### src/design/mh2_pkg.sv
// mh2_pkg: constants, types and codes shared by the MurmurHash2 stream core.
// No dependencies; used by all design modules through scoped names.

package mh2_pkg;

   localparam logic [31:0] MIX_MUL     = 32'h5bd1_e995;
   localparam int          MIX_SHIFT   = 24;
   localparam int          FIN_SHIFT_A = 13;
   localparam int          FIN_SHIFT_B = 15;
   localparam logic [31:0] SEED_RESET  = 32'd97;

   localparam int QUEUE_DEPTH = 4;

   localparam int   CSR_ADDR_W        = 3;
   localparam logic CSR_IDX_HASH_SEED = 1'b0;

   typedef enum logic [1:0] {
      KIND_NONE = 2'd0,
      KIND_TAIL = 2'd1,
      KIND_FULL = 2'd2
   } word_kind_type;

   typedef struct packed {
      word_kind_type kind;
      logic          start;
      logic          last;
      logic [30:0]   length;
      logic [31:0]   data;
   } entry_type;

endpackage

### src/design/mh2_front.sv
// mh2_front: accepts items, classifies the word and pre-mixes full words.
// Two registered stages, one multiplier each. Depends on mh2_pkg.

module mh2_front (
   input  logic               clock,
   input  logic               reset,
   input  logic               push,
   output logic               full,
   input  logic [31:0]        req_key_word,
   input  logic [2:0]         req_byte_count,
   input  logic               req_key_start,
   input  logic [30:0]        req_key_length,
   input  logic               req_key_last,
   output logic               ent_valid,
   output mh2_pkg::entry_type ent,
   input  logic               ent_full
);

   logic               s1_valid_ff, s1_valid_in;
   mh2_pkg::entry_type s1_ff, s1_in;
   logic               s2_valid_ff, s2_valid_in;
   mh2_pkg::entry_type s2_ff, s2_in;
   logic               s1_ready, s2_ready;
   logic [31:0]        byte_mask;
   logic [31:0]        shuffled;

   assign s2_ready = !s2_valid_ff || !ent_full;
   assign s1_ready = !s1_valid_ff || s2_ready;
   assign full     = !s1_ready;

   always_comb begin
      case (req_byte_count)
         3'd1:    byte_mask = 32'h0000_00ff;
         3'd2:    byte_mask = 32'h0000_ffff;
         3'd3:    byte_mask = 32'h00ff_ffff;
         default: byte_mask = 32'h0000_0000;
      endcase
   end

   always_comb begin
      s1_valid_in   = s1_valid_ff;
      s1_in         = s1_ff;
      if (s1_ready) begin
         s1_valid_in   = push;
         s1_in.start   = req_key_start;
         s1_in.last    = req_key_last;
         s1_in.length  = req_key_length;
         if (req_byte_count >= 3'd4) begin
            s1_in.kind = mh2_pkg::KIND_FULL;
            s1_in.data = req_key_word * mh2_pkg::MIX_MUL;
         end else if (req_byte_count != 3'd0) begin
            s1_in.kind = mh2_pkg::KIND_TAIL;
            s1_in.data = req_key_word & byte_mask;
         end else begin
            s1_in.kind = mh2_pkg::KIND_NONE;
            s1_in.data = 32'd0;
         end
      end
   end

   assign shuffled = s1_ff.data ^ (s1_ff.data >> mh2_pkg::MIX_SHIFT);

   always_comb begin
      s2_valid_in = s2_valid_ff;
      s2_in       = s2_ff;
      if (s2_ready) begin
         s2_valid_in = s1_valid_ff;
         s2_in       = s1_ff;
         if (s1_ff.kind == mh2_pkg::KIND_FULL) begin
            s2_in.data = shuffled * mh2_pkg::MIX_MUL;
         end
      end
   end

   always_ff @(posedge clock) begin
      if (reset) begin
         s1_valid_ff <= 1'b0;
         s2_valid_ff <= 1'b0;
      end else begin
         s1_valid_ff <= s1_valid_in;
         s2_valid_ff <= s2_valid_in;
      end
      s1_ff <= s1_in;
      s2_ff <= s2_in;
   end

   assign ent_valid = s2_valid_ff;
   assign ent       = s2_ff;

endmodule

### src/design/mh2_fifo.sv
// mh2_fifo: short queue of classified entries between front and back.
// Flip-flop storage, one read port at the head. Depends on mh2_pkg.

module mh2_fifo #(
   parameter int QUEUE_DEPTH = mh2_pkg::QUEUE_DEPTH
) (
   input  logic               clock,
   input  logic               reset,
   input  logic               wr_valid,
   input  mh2_pkg::entry_type wr_entry,
   output logic               q_full,
   input  logic               rd_pop,
   output logic               q_empty,
   output mh2_pkg::entry_type rd_entry
);

   localparam int PTR_W = (QUEUE_DEPTH > 1) ? $clog2(QUEUE_DEPTH) : 1;
   localparam int CNT_W = $clog2(QUEUE_DEPTH + 1);
   localparam logic [PTR_W-1:0] LAST_PTR = PTR_W'(QUEUE_DEPTH - 1);
   localparam logic [CNT_W-1:0] FULL_CNT = CNT_W'(QUEUE_DEPTH);

   mh2_pkg::entry_type entries_ff [QUEUE_DEPTH];
   logic [PTR_W-1:0]   wr_ptr_ff, wr_ptr_in;
   logic [PTR_W-1:0]   rd_ptr_ff, rd_ptr_in;
   logic [CNT_W-1:0]   count_ff, count_in;
   logic               do_wr, do_rd;

   assign q_full   = (count_ff == FULL_CNT);
   assign q_empty  = (count_ff == '0);
   assign do_wr    = wr_valid && !q_full;
   assign do_rd    = rd_pop && !q_empty;
   assign rd_entry = entries_ff[rd_ptr_ff];

   always_comb begin
      wr_ptr_in = wr_ptr_ff;
      rd_ptr_in = rd_ptr_ff;
      count_in  = count_ff;
      if (do_wr) begin
         wr_ptr_in = (wr_ptr_ff == LAST_PTR) ? '0 : wr_ptr_ff + 1'b1;
      end
      if (do_rd) begin
         rd_ptr_in = (rd_ptr_ff == LAST_PTR) ? '0 : rd_ptr_ff + 1'b1;
      end
      if (do_wr && !do_rd) begin
         count_in = count_ff + 1'b1;
      end else if (do_rd && !do_wr) begin
         count_in = count_ff - 1'b1;
      end
   end

   always_ff @(posedge clock) begin
      if (reset) begin
         wr_ptr_ff <= '0;
         rd_ptr_ff <= '0;
         count_ff  <= '0;
      end else begin
         wr_ptr_ff <= wr_ptr_in;
         rd_ptr_ff <= rd_ptr_in;
         count_ff  <= count_in;
      end
      if (do_wr) begin
         entries_ff[wr_ptr_ff] <= wr_entry;
      end
   end

   property p_count_bound;
      @(posedge clock) disable iff (reset) count_ff <= FULL_CNT;
   endproperty
   a_count_bound: assert property (p_count_bound)
      else $error("queue count above depth");

endmodule

### src/design/mh2_back.sv
// mh2_back: running-hash sequencer, finalization and result register.
// One shared multiplier; takes entries from mh2_fifo. Depends on mh2_pkg.

module mh2_back (
   input  logic               clock,
   input  logic               reset,
   input  logic [31:0]        hash_seed,
   input  logic               q_empty,
   input  mh2_pkg::entry_type q_entry,
   output logic               q_pop,
   input  logic               pop,
   output logic               empty,
   output logic [31:0]        rsp_hash_value
);

   typedef enum logic [2:0] {
      ST_MIX  = 3'b001,
      ST_FIN1 = 3'b010,
      ST_FIN2 = 3'b100
   } back_state_type;

   back_state_type state_ff, state_in;
   logic [31:0]    h_ff, h_in;
   logic           out_valid_ff, out_valid_in;
   logic [31:0]    out_hash_ff, out_hash_in;
   logic [31:0]    h0, mul_a, prod, mix_res, fin_res;

   assign q_pop = (state_ff == ST_MIX) && !q_empty;

   assign h0 = q_entry.start ? (hash_seed ^ {1'b0, q_entry.length}) : h_ff;

   always_comb begin
      if (state_ff == ST_FIN1) begin
         mul_a = h_ff ^ (h_ff >> mh2_pkg::FIN_SHIFT_A);
      end else if (q_entry.kind == mh2_pkg::KIND_TAIL) begin
         mul_a = h0 ^ q_entry.data;
      end else begin
         mul_a = h0;
      end
   end

   assign prod    = mul_a * mh2_pkg::MIX_MUL;
   assign fin_res = h_ff ^ (h_ff >> mh2_pkg::FIN_SHIFT_B);

   always_comb begin
      case (q_entry.kind)
         mh2_pkg::KIND_FULL: mix_res = prod ^ q_entry.data;
         mh2_pkg::KIND_TAIL: mix_res = prod;
         default:            mix_res = h0;
      endcase
   end

   always_comb begin
      state_in     = state_ff;
      h_in         = h_ff;
      out_valid_in = out_valid_ff && !pop;
      out_hash_in  = out_hash_ff;
      unique case (state_ff)
         ST_MIX: begin
            if (!q_empty) begin
               h_in = mix_res;
               if (q_entry.last) begin
                  state_in = ST_FIN1;
               end
            end
         end
         ST_FIN1: begin
            h_in     = prod;
            state_in = ST_FIN2;
         end
         ST_FIN2: begin
            if (!out_valid_ff || pop) begin
               h_in         = fin_res;
               out_hash_in  = fin_res;
               out_valid_in = 1'b1;
               state_in     = ST_MIX;
            end
         end
         default: state_in = ST_MIX;
      endcase
   end

   always_ff @(posedge clock) begin
      if (reset) begin
         state_ff     <= ST_MIX;
         h_ff         <= '0;
         out_valid_ff <= 1'b0;
      end else begin
         state_ff     <= state_in;
         h_ff         <= h_in;
         out_valid_ff <= out_valid_in;
      end
      out_hash_ff <= out_hash_in;
   end

   assign empty          = !out_valid_ff;
   assign rsp_hash_value = out_hash_ff;

   property p_fin_order;
      @(posedge clock) disable iff (reset) state_ff == ST_FIN1 |=> state_ff == ST_FIN2;
   endproperty
   a_fin_order: assert property (p_fin_order)
      else $error("finalization skipped a step");

   property p_load_from_fin;
      @(posedge clock) disable iff (reset) $rose(out_valid_ff) |-> $past(state_ff == ST_FIN2);
   endproperty
   a_load_from_fin: assert property (p_load_from_fin)
      else $error("result loaded outside finalization");

   property p_hash_hold;
      @(posedge clock) disable iff (reset)
         (state_ff == ST_MIX && q_empty) |=> $stable(h_ff);
   endproperty
   a_hash_hold: assert property (p_hash_hold)
      else $error("running hash changed without an item");

   property p_pop_result;
      @(posedge clock) disable iff (reset)
         (out_valid_ff && pop && state_ff != ST_FIN2) |=> !out_valid_ff;
   endproperty
   a_pop_result: assert property (p_pop_result)
      else $error("result repeated after pop");

endmodule

### src/design/murmur2_hash_stream_core.sv
// murmur2_hash_stream_core: streaming 32-bit MurmurHash2, top level.
// Instantiates mh2_front, mh2_fifo and mh2_back; holds the seed register.
//
// Usage: a key arrives as little-endian words, one item per push. The first
// item carries req_key_start and the key length; the item with req_key_last
// produces one hash on the result side (rsp_hash_value while empty is low,
// taken with pop). An item with one to three bytes is folded in as a tail.
// Throughput: one item per cycle while keys run and full stays low; each last
// item adds two finalization steps in the back sequencer for the final
// avalanche (one shared multiplier). Between accepting a one-word key and
// empty going low lie the second front mixing stage, the queue, the mix step
// and two finalization steps. If pop stays low the result register holds,
// the back waits in finalization, the queue fills and full rises. Reset
// empties the pipeline, the queue and the result register, clears the running
// hash and sets hash_seed to 97. The seed is written over the APB port at
// byte address 0; users must do so only while idle; the block has no check.

module murmur2_hash_stream_core #(
   parameter int QUEUE_DEPTH = mh2_pkg::QUEUE_DEPTH
) (
   input  logic                           clock,
   input  logic                           reset,
   input  logic                           push,
   output logic                           full,
   input  logic [31:0]                    req_key_word,
   input  logic [2:0]                     req_byte_count,
   input  logic                           req_key_start,
   input  logic [30:0]                    req_key_length,
   input  logic                           req_key_last,
   output logic                           empty,
   input  logic                           pop,
   output logic [31:0]                    rsp_hash_value,
   input  logic                           psel,
   input  logic                           penable,
   input  logic                           pwrite,
   input  logic [mh2_pkg::CSR_ADDR_W-1:0] paddr,
   input  logic [31:0]                    pwdata,
   output logic [31:0]                    prdata,
   output logic                           pready
);

   logic [31:0]        seed_ff, seed_in;
   logic               csr_wr;
   logic               ent_valid, ent_full;
   mh2_pkg::entry_type ent;
   logic               q_empty, q_pop;
   mh2_pkg::entry_type q_entry;

   assign pready = 1'b1;
   assign csr_wr = psel && penable && pwrite;

   always_comb begin
      seed_in = seed_ff;
      if (csr_wr && paddr[2] == mh2_pkg::CSR_IDX_HASH_SEED) begin
         seed_in = pwdata;
      end
   end

   always_ff @(posedge clock) begin
      if (reset) begin
         seed_ff <= mh2_pkg::SEED_RESET;
      end else begin
         seed_ff <= seed_in;
      end
   end

   assign prdata = (paddr[2] == mh2_pkg::CSR_IDX_HASH_SEED) ? seed_ff : 32'd0;

   mh2_front u_front (
      .clock          (clock),
      .reset          (reset),
      .push           (push),
      .full           (full),
      .req_key_word   (req_key_word),
      .req_byte_count (req_byte_count),
      .req_key_start  (req_key_start),
      .req_key_length (req_key_length),
      .req_key_last   (req_key_last),
      .ent_valid      (ent_valid),
      .ent            (ent),
      .ent_full       (ent_full)
   );

   mh2_fifo #(
      .QUEUE_DEPTH (QUEUE_DEPTH)
   ) u_fifo (
      .clock    (clock),
      .reset    (reset),
      .wr_valid (ent_valid),
      .wr_entry (ent),
      .q_full   (ent_full),
      .rd_pop   (q_pop),
      .q_empty  (q_empty),
      .rd_entry (q_entry)
   );

   mh2_back u_back (
      .clock          (clock),
      .reset          (reset),
      .hash_seed      (seed_ff),
      .q_empty        (q_empty),
      .q_entry        (q_entry),
      .q_pop          (q_pop),
      .pop            (pop),
      .empty          (empty),
      .rsp_hash_value (rsp_hash_value)
   );

endmodule
### config.mk
export PLATFORM = sky130hd
export DESIGN_NAME = murmur2_hash_stream_core
export DESIGN_NICKNAME = d
export VERILOG_FILES = /design/src/design/mh2_pkg.sv /design/src/design/mh2_front.sv /design/src/design/mh2_fifo.sv /design/src/design/mh2_back.sv /design/src/design/murmur2_hash_stream_core.sv
export SDC_FILE = /design/constraint.sdc
export NUM_CORES = 2
export LEC_CHECK = 0
export ABC_CLOCK_PERIOD_IN_PS = 10150
export BUFFER_PORTS_ARGS = -buffer_cell sky130_fd_sc_hd__buf_2
export CAP_MARGIN = 20
export CORE_AREA = 2 2 291 293
export DETAILED_ROUTE_END_ITERATION = 12
export DIE_AREA = 0 0 293 295
export GPL_TIMING_DRIVEN = 1
export PLACE_DENSITY = 0.84
export SLEW_MARGIN = 25
export SYNTH_ARGS = -nofsm -noshare
export SYNTH_HDL_FRONTEND = slang
export SYNTH_SLANG_ARGS = --single-unit
export TNS_END_PERCENT = 1
### constraint.sdc
create_clock -name clock -period 10.15 [get_ports clock]
set_input_delay 0.5075 -clock clock [delete_from_list [all_inputs] [get_ports clock]]
set_output_delay 0.5075 -clock clock [all_outputs]
set_load 0.01 [all_outputs]
# Word level (Yosys, flattened, before mapping)
# Memories as Yosys holds them, arrays and structs flattened. A register that Yosys moved wholly into a read port is not among the register bits.
# Cells that the tools add are included.
# op_classes
add_sub_neg	4
multipliers	3
magnitude_cmp	1
n_eq_ne	15
mux	27
n_bitwise	8
reduce_logical	28
# op_table
cell	count
2-to-1 mux 32 bit	9
multiplier 32 x 31 -> 32 bit, second input constant	3
one-hot mux 32 bit (3 select lines)	1
one-hot mux 24 bit (3 select lines)	1
one-hot mux 32 bit (2 select lines)	1
bitwise XOR 32 bit	2
AND 32 x 24 -> 32 bit	1
bitwise XOR 32 x 17 -> 32 bit	1
bitwise XOR 32 x 19 -> 32 bit	1
bitwise XOR 32 x 31 -> 32 bit	1
bitwise XOR 32 x 8 -> 32 bit	1
2-to-1 mux 3 bit	5
== test 3 x 2 -> 1 bit, second input constant	3
logical AND 1 bit	9
logical NOT 1 bit	9
one-hot mux 3 bit (3 select lines)	1
== test 2 bit, second input constant	4
2-to-1 mux 2 bit	4
== test 3 x 1 -> 1 bit, second input constant	2
== test 3 bit, second input constant	2
AND reduction 3 bit	2
nonzero test 3 bit	2
2-to-1 mux 1 bit	5
adder 2 x 1 -> 2 bit, second input constant	2
11 further kinds	14
# word_totals
reg_bits	243
ramBits	268
out_inout_bits	67
elab_cells	107
n_memories	1
# mem_list
memory	words	width	read_ports	rd_clocked_by_memory_dff	write_ports	line_no	rtl
u_fifo.entries_ff	4	67	1	1	1	mh2_fifo.sv:22	mh2_pkg::entry_type entries_ff [QUEUE_DEPTH];

# Longest topological paths before layout
# logic_depth
depth_word	10
depth_mapped	43
depth_no_buf	33

# Hierarchy
# A second synthesis with hierarchy kept.
# unflattened
cells_unflattened	4399
area_unflattened_um2	48973.2
# modules_own_cells
mod	n_inst	cells_each	area_each_um2
mh2_front	1	2150	22527.9
mh2_back	1	1672	14590.2
mh2_fifo	1	400	10172.3
murmur2_hash_stream_core	1	177	1682.9

# Worst setup path after synthesis
# OpenSTA, ideal clock, no wires.
# synth_path
kind	register to register
startpoint	register with a tool-made name
endpoint	register u_back.h_ff[30]
t_arrival_ns	10.759
required_ns	10.064
path_slack_ns	-0.695
stages_incl_launch_ff	40
n_path_buf	12
period_less_slack_ns	10.845
path_cell_list	dfxtp_1 > buf_6 > buf_12 > buf_8 > buf_6 > buf_4 > buf_2 > buf_4 > mux4_2 > inv_1 > ha_1 > clkbuf_1 > clkbuf_1 > clkbuf_1 > clkbuf_1 > clkbuf_1 > nand2_1 > xnor2_1 > (+4 left out) > fa_1 > fa_1 > inv_1 > fa_1 > fa_1 > fa_1 > inv_1 > fa_1 > inv_1 > ha_1 > a21o_1 > a211o_1 > or3_1 > or3_1 > and3_1 > o211ai_1 > a22oi_1 > a211oi_1
# synth_rtl
element	line_no	rtl
end signal: assignment	mh2_back.sv:90	h_ff <= h_in;
end: declaration	mh2_back.sv:23	logic [31:0] h_ff, h_in;

==> flow_summary_export.csv <==
group,metric,value,unit
global_routing,grt_start_max_net_pins,79,
floorplan,start_util,57.8,%
drt,first_pass_iters,8,
logic_synthesis,syn_inst,4268,
setup_path,cp_max_fo,29,
setup_path,crit_arrival,10.08,ns
sta,fmax,104,MHz
sta,timing.final.crit_period,9.60,ns
drt,dr_total_vias,33124,
layout,seq_area,14600,um^2
logic_synthesis,synth_enable_flop_cells,434,
clocking,cts.root.buffer_cell,"clkbuf_16",
sta,rsz0062_at_grt,"false",
clocking,htreeDepth,2,
drt,drcViolationCount,0,
clocking,path_clk_slew,0.07,ns
logic_synthesis,ys_types,90,
clocking,cts.sinks,513,
setup_path,cp.required,10.63,ns
global_routing,grt_util_met2,50.3,%
drt,wl,129,mm
logic_synthesis,synthFlopType,"edfxtp_1",
floorplan,dieArea,86400,um^2
logic_synthesis,yosysWarnings,0,
sta,tns,0,ns
clocking,postCtsHoldBufs,0,
drt,routed_via_density,5.94,
layout,nets,5748,
sta,fin_crit_sh,94.6,%
floorplan,core_region_area,83200,um^2
sta,finalHoldViolations,0,
global_routing,antenna_found_initial,6,
sta,setup_violations,0,
clocking,cts_made_buffers,47,
clocking,cts_tree,"yes",
sta,clock_skew,0.0479,ns
place,place_congestion,0.978,
floorplan,die_h,295,um
global_routing,grt_pass1_vias,34790,
logic_synthesis,synth_area_leaders,"edfxtp_1 27%, fa_1 22%, ha_1 17%, inv_1 7.8%, xnor2_1 3.6%",
floorplan,ios,177,
logic_synthesis,yosysSeqAreaShare,30.4,%
place,hpwlAfterDp,95.1,mm
logic_synthesis,avgSynthCellArea,11.3,um^2
floorplan,num_rows,106,
sta,slew_violations,0,
logic_synthesis,synth_area,48100,um^2
global_routing,gr-total-overflow,0,
run,cap_violations,0,
layout,multi_input_area,29300,um^2
setup_path,critical_path.startpoint_type,"flop",
floorplan,die_w,293,um
worst_hold_path,hold_path_class,"input pin to flop",
layout,fill_cells,6049,
global_routing,top_usage_layer,"met2",
clocking,clk_path_buf_depth,3,
drt,wl_per_cell,23.1,um
setup_path,max_stage_delay,0.59,ns
logic_synthesis,yosysMostFrequentCell,"inv_1",
sta,worst_slew_pin_slew,1.09,ns
run_status,status,"complete, no violations",
global_routing,use_met1,35.6,%
logic_synthesis,synth_top_area_share,27.1,%
logic_synthesis,synth_fp_nets,5562,
drt,ant_nets,0,
setup_path,crit_type,"flop to flop",
setup_path,cpMaxStageDelayCell,"dfxtp_4",
global_routing,grt_first_pass_wirelength,196,mm
clocking,clk_latency,0.60,ns
drt,dr.first_iter.drc_count,3341,
clocking,post-cts-setup-buffers,0,
layout,syn_to_final_growth,8.40,%
global_routing,grt_util_met3,5.46,%
place,port_buffers,173,
global_routing,track_usage,29.9,%
sta,relSlewSlack,27.3,%
logic_synthesis,synth-async-reset-ratio,0,%
logic_synthesis,yosys.area.top_type,"edfxtp_1",
logic_synthesis,yosys-top-cells-count,"1004 x inv_1, 648 x ha_1, 536 x fa_1",
setup_path,critPathCaptureType,"flop",
layout,drive_above_1_share,9.87,%
logic_synthesis,ys_ff_latch,513,
cell usage in the layout (no fill, tap or decap), drive strengths merged, types with 12 or more instances in the layout:
| cell type | n |
|---|---|
| nor3 | 35 |
| a221oi | 33 |
| nor2b | 52 |
| o21a | 16 |
| or3 | 15 |
| xnor2 | 203 |
| and2 | 25 |
| clkinv | 13 |
| ha | 648 |
| a21oi | 137 |
| o21bai | 15 |
| inv | 1009 |
| dfxtp | 79 |
| mux4 | 67 |
| xor2 | 101 |
| fa | 536 |
| buf | 241 |
| a21o | 34 |
| nand3 | 12 |
| clkbuf | 56 |
| nand2 | 259 |
| nor2 | 111 |
| edfxtp | 434 |
| o21ai | 142 |
| a211oi | 31 |
cell type report:
| cell class | count | area share (%) |
|---|---|---|
| inverters | 1005 | 7.24 |
| clock buffers | 56 | 2.46 |
| multi-input cells | 2646 | 56.2 |
| well taps | 1080 | 2.59 |
| diodes | 3 | 0.0144 |
| clock inverters | 29 | 0.636 |
| flip-flops and latches | 513 | 28.0 |
| repair buffers | 241 | 2.79 |
state kept, by name, indices dropped and copies added, names as in the netlist, 2 cells and up, named ones only:
signal,cells
u_front.ent,67
seed_ff,32
u_fifo.wr_ptr_ff,2
u_fifo.rd_ptr_ff,2
u_front.s1_ff,67
u_back.h_ff,32
u_fifo.entries_ff,268
u_fifo.count_ff,3
u_back.rsp_hash_value,32
u_back.state_ff,3
what timing repair did:
item / CTS / global route
setup endpoints to repair: 0 / 1
hold endpoints to repair: 0 / 0
resized for setup: 0 / 1
layer usage:
| metal | vias to the layer above | wire length, um |
|---|---|---|
| li1 | 14354 | - |
| met5 | - | 34 |
| met3 | 645 | 11800 |
| met1 | 16225 | 45100 |
| met2 | 1894 | 62100 |
| met4 | 6 | 9840 |
path summary, 6_finish.rpt:
check,slack (ns),startpoint,endpoint,cells past startpoint
worst max-delay path,0.55,flop,u_back.h_ff[29],31
worst min-delay path,0.1,req_key_length[20],u_front.s1_ff[52],1
worst max register to register,0.55,flop,u_back.h_ff[29],31
worst min register to register,0.42,u_front.s1_ff[42],u_front.ent[42],0
stage by stage:
step | area [um^2] | util [%] | std cells | worst slack, ns | hold WS [ns]
2_1_floorplan | 48100 | - | 4268 | 0.0101 | 0.400
3_3_place_gp | 50400 | 60.7 | 5483 | 0.831 | 0.401
3_5_place_dp | 50400 | 60.7 | 5483 | 0.624 | 0.405
4_1_cts | 52100 | 62.6 | 5568 | 0.602 | 0.0751
5_1_grt | 52100 | 62.7 | 5571 | 0.141 | 0.0858
6_report | 52100 | 62.7 | 5573 | 0.551 | 0.0980
critical path, delay by kind of cell (launching register included):
family	cells	cell delay, ns
adders and majority gates	10	4.44
AOI/OAI and AO/OA	9	2.03
and+or+nand+nor	3	0.90
DFF	1	0.59
muxes	1	0.58
xor gates and xnor gates	2	0.49
buffers and inverters	6	0.45
kinds of logic (layout without fill, tap and decap cells):
group,count (synthesis),after routing,synth area share [%]
buffers and inverters,1109,1331,8.81
adders and majority gates,1186,1186,39.2
AOI/OAI and AO/OA,507,507,6.95
xor gates and xnor gates,307,307,5.80
and+or+nand+nor,571,571,5.52
other,1,4,0.00780
DFF,513,513,30.4
muxes,74,74,3.30
Power is not shown: default switching activity piles up to over one toggle a cycle in this logic, so the estimate is an artifact.
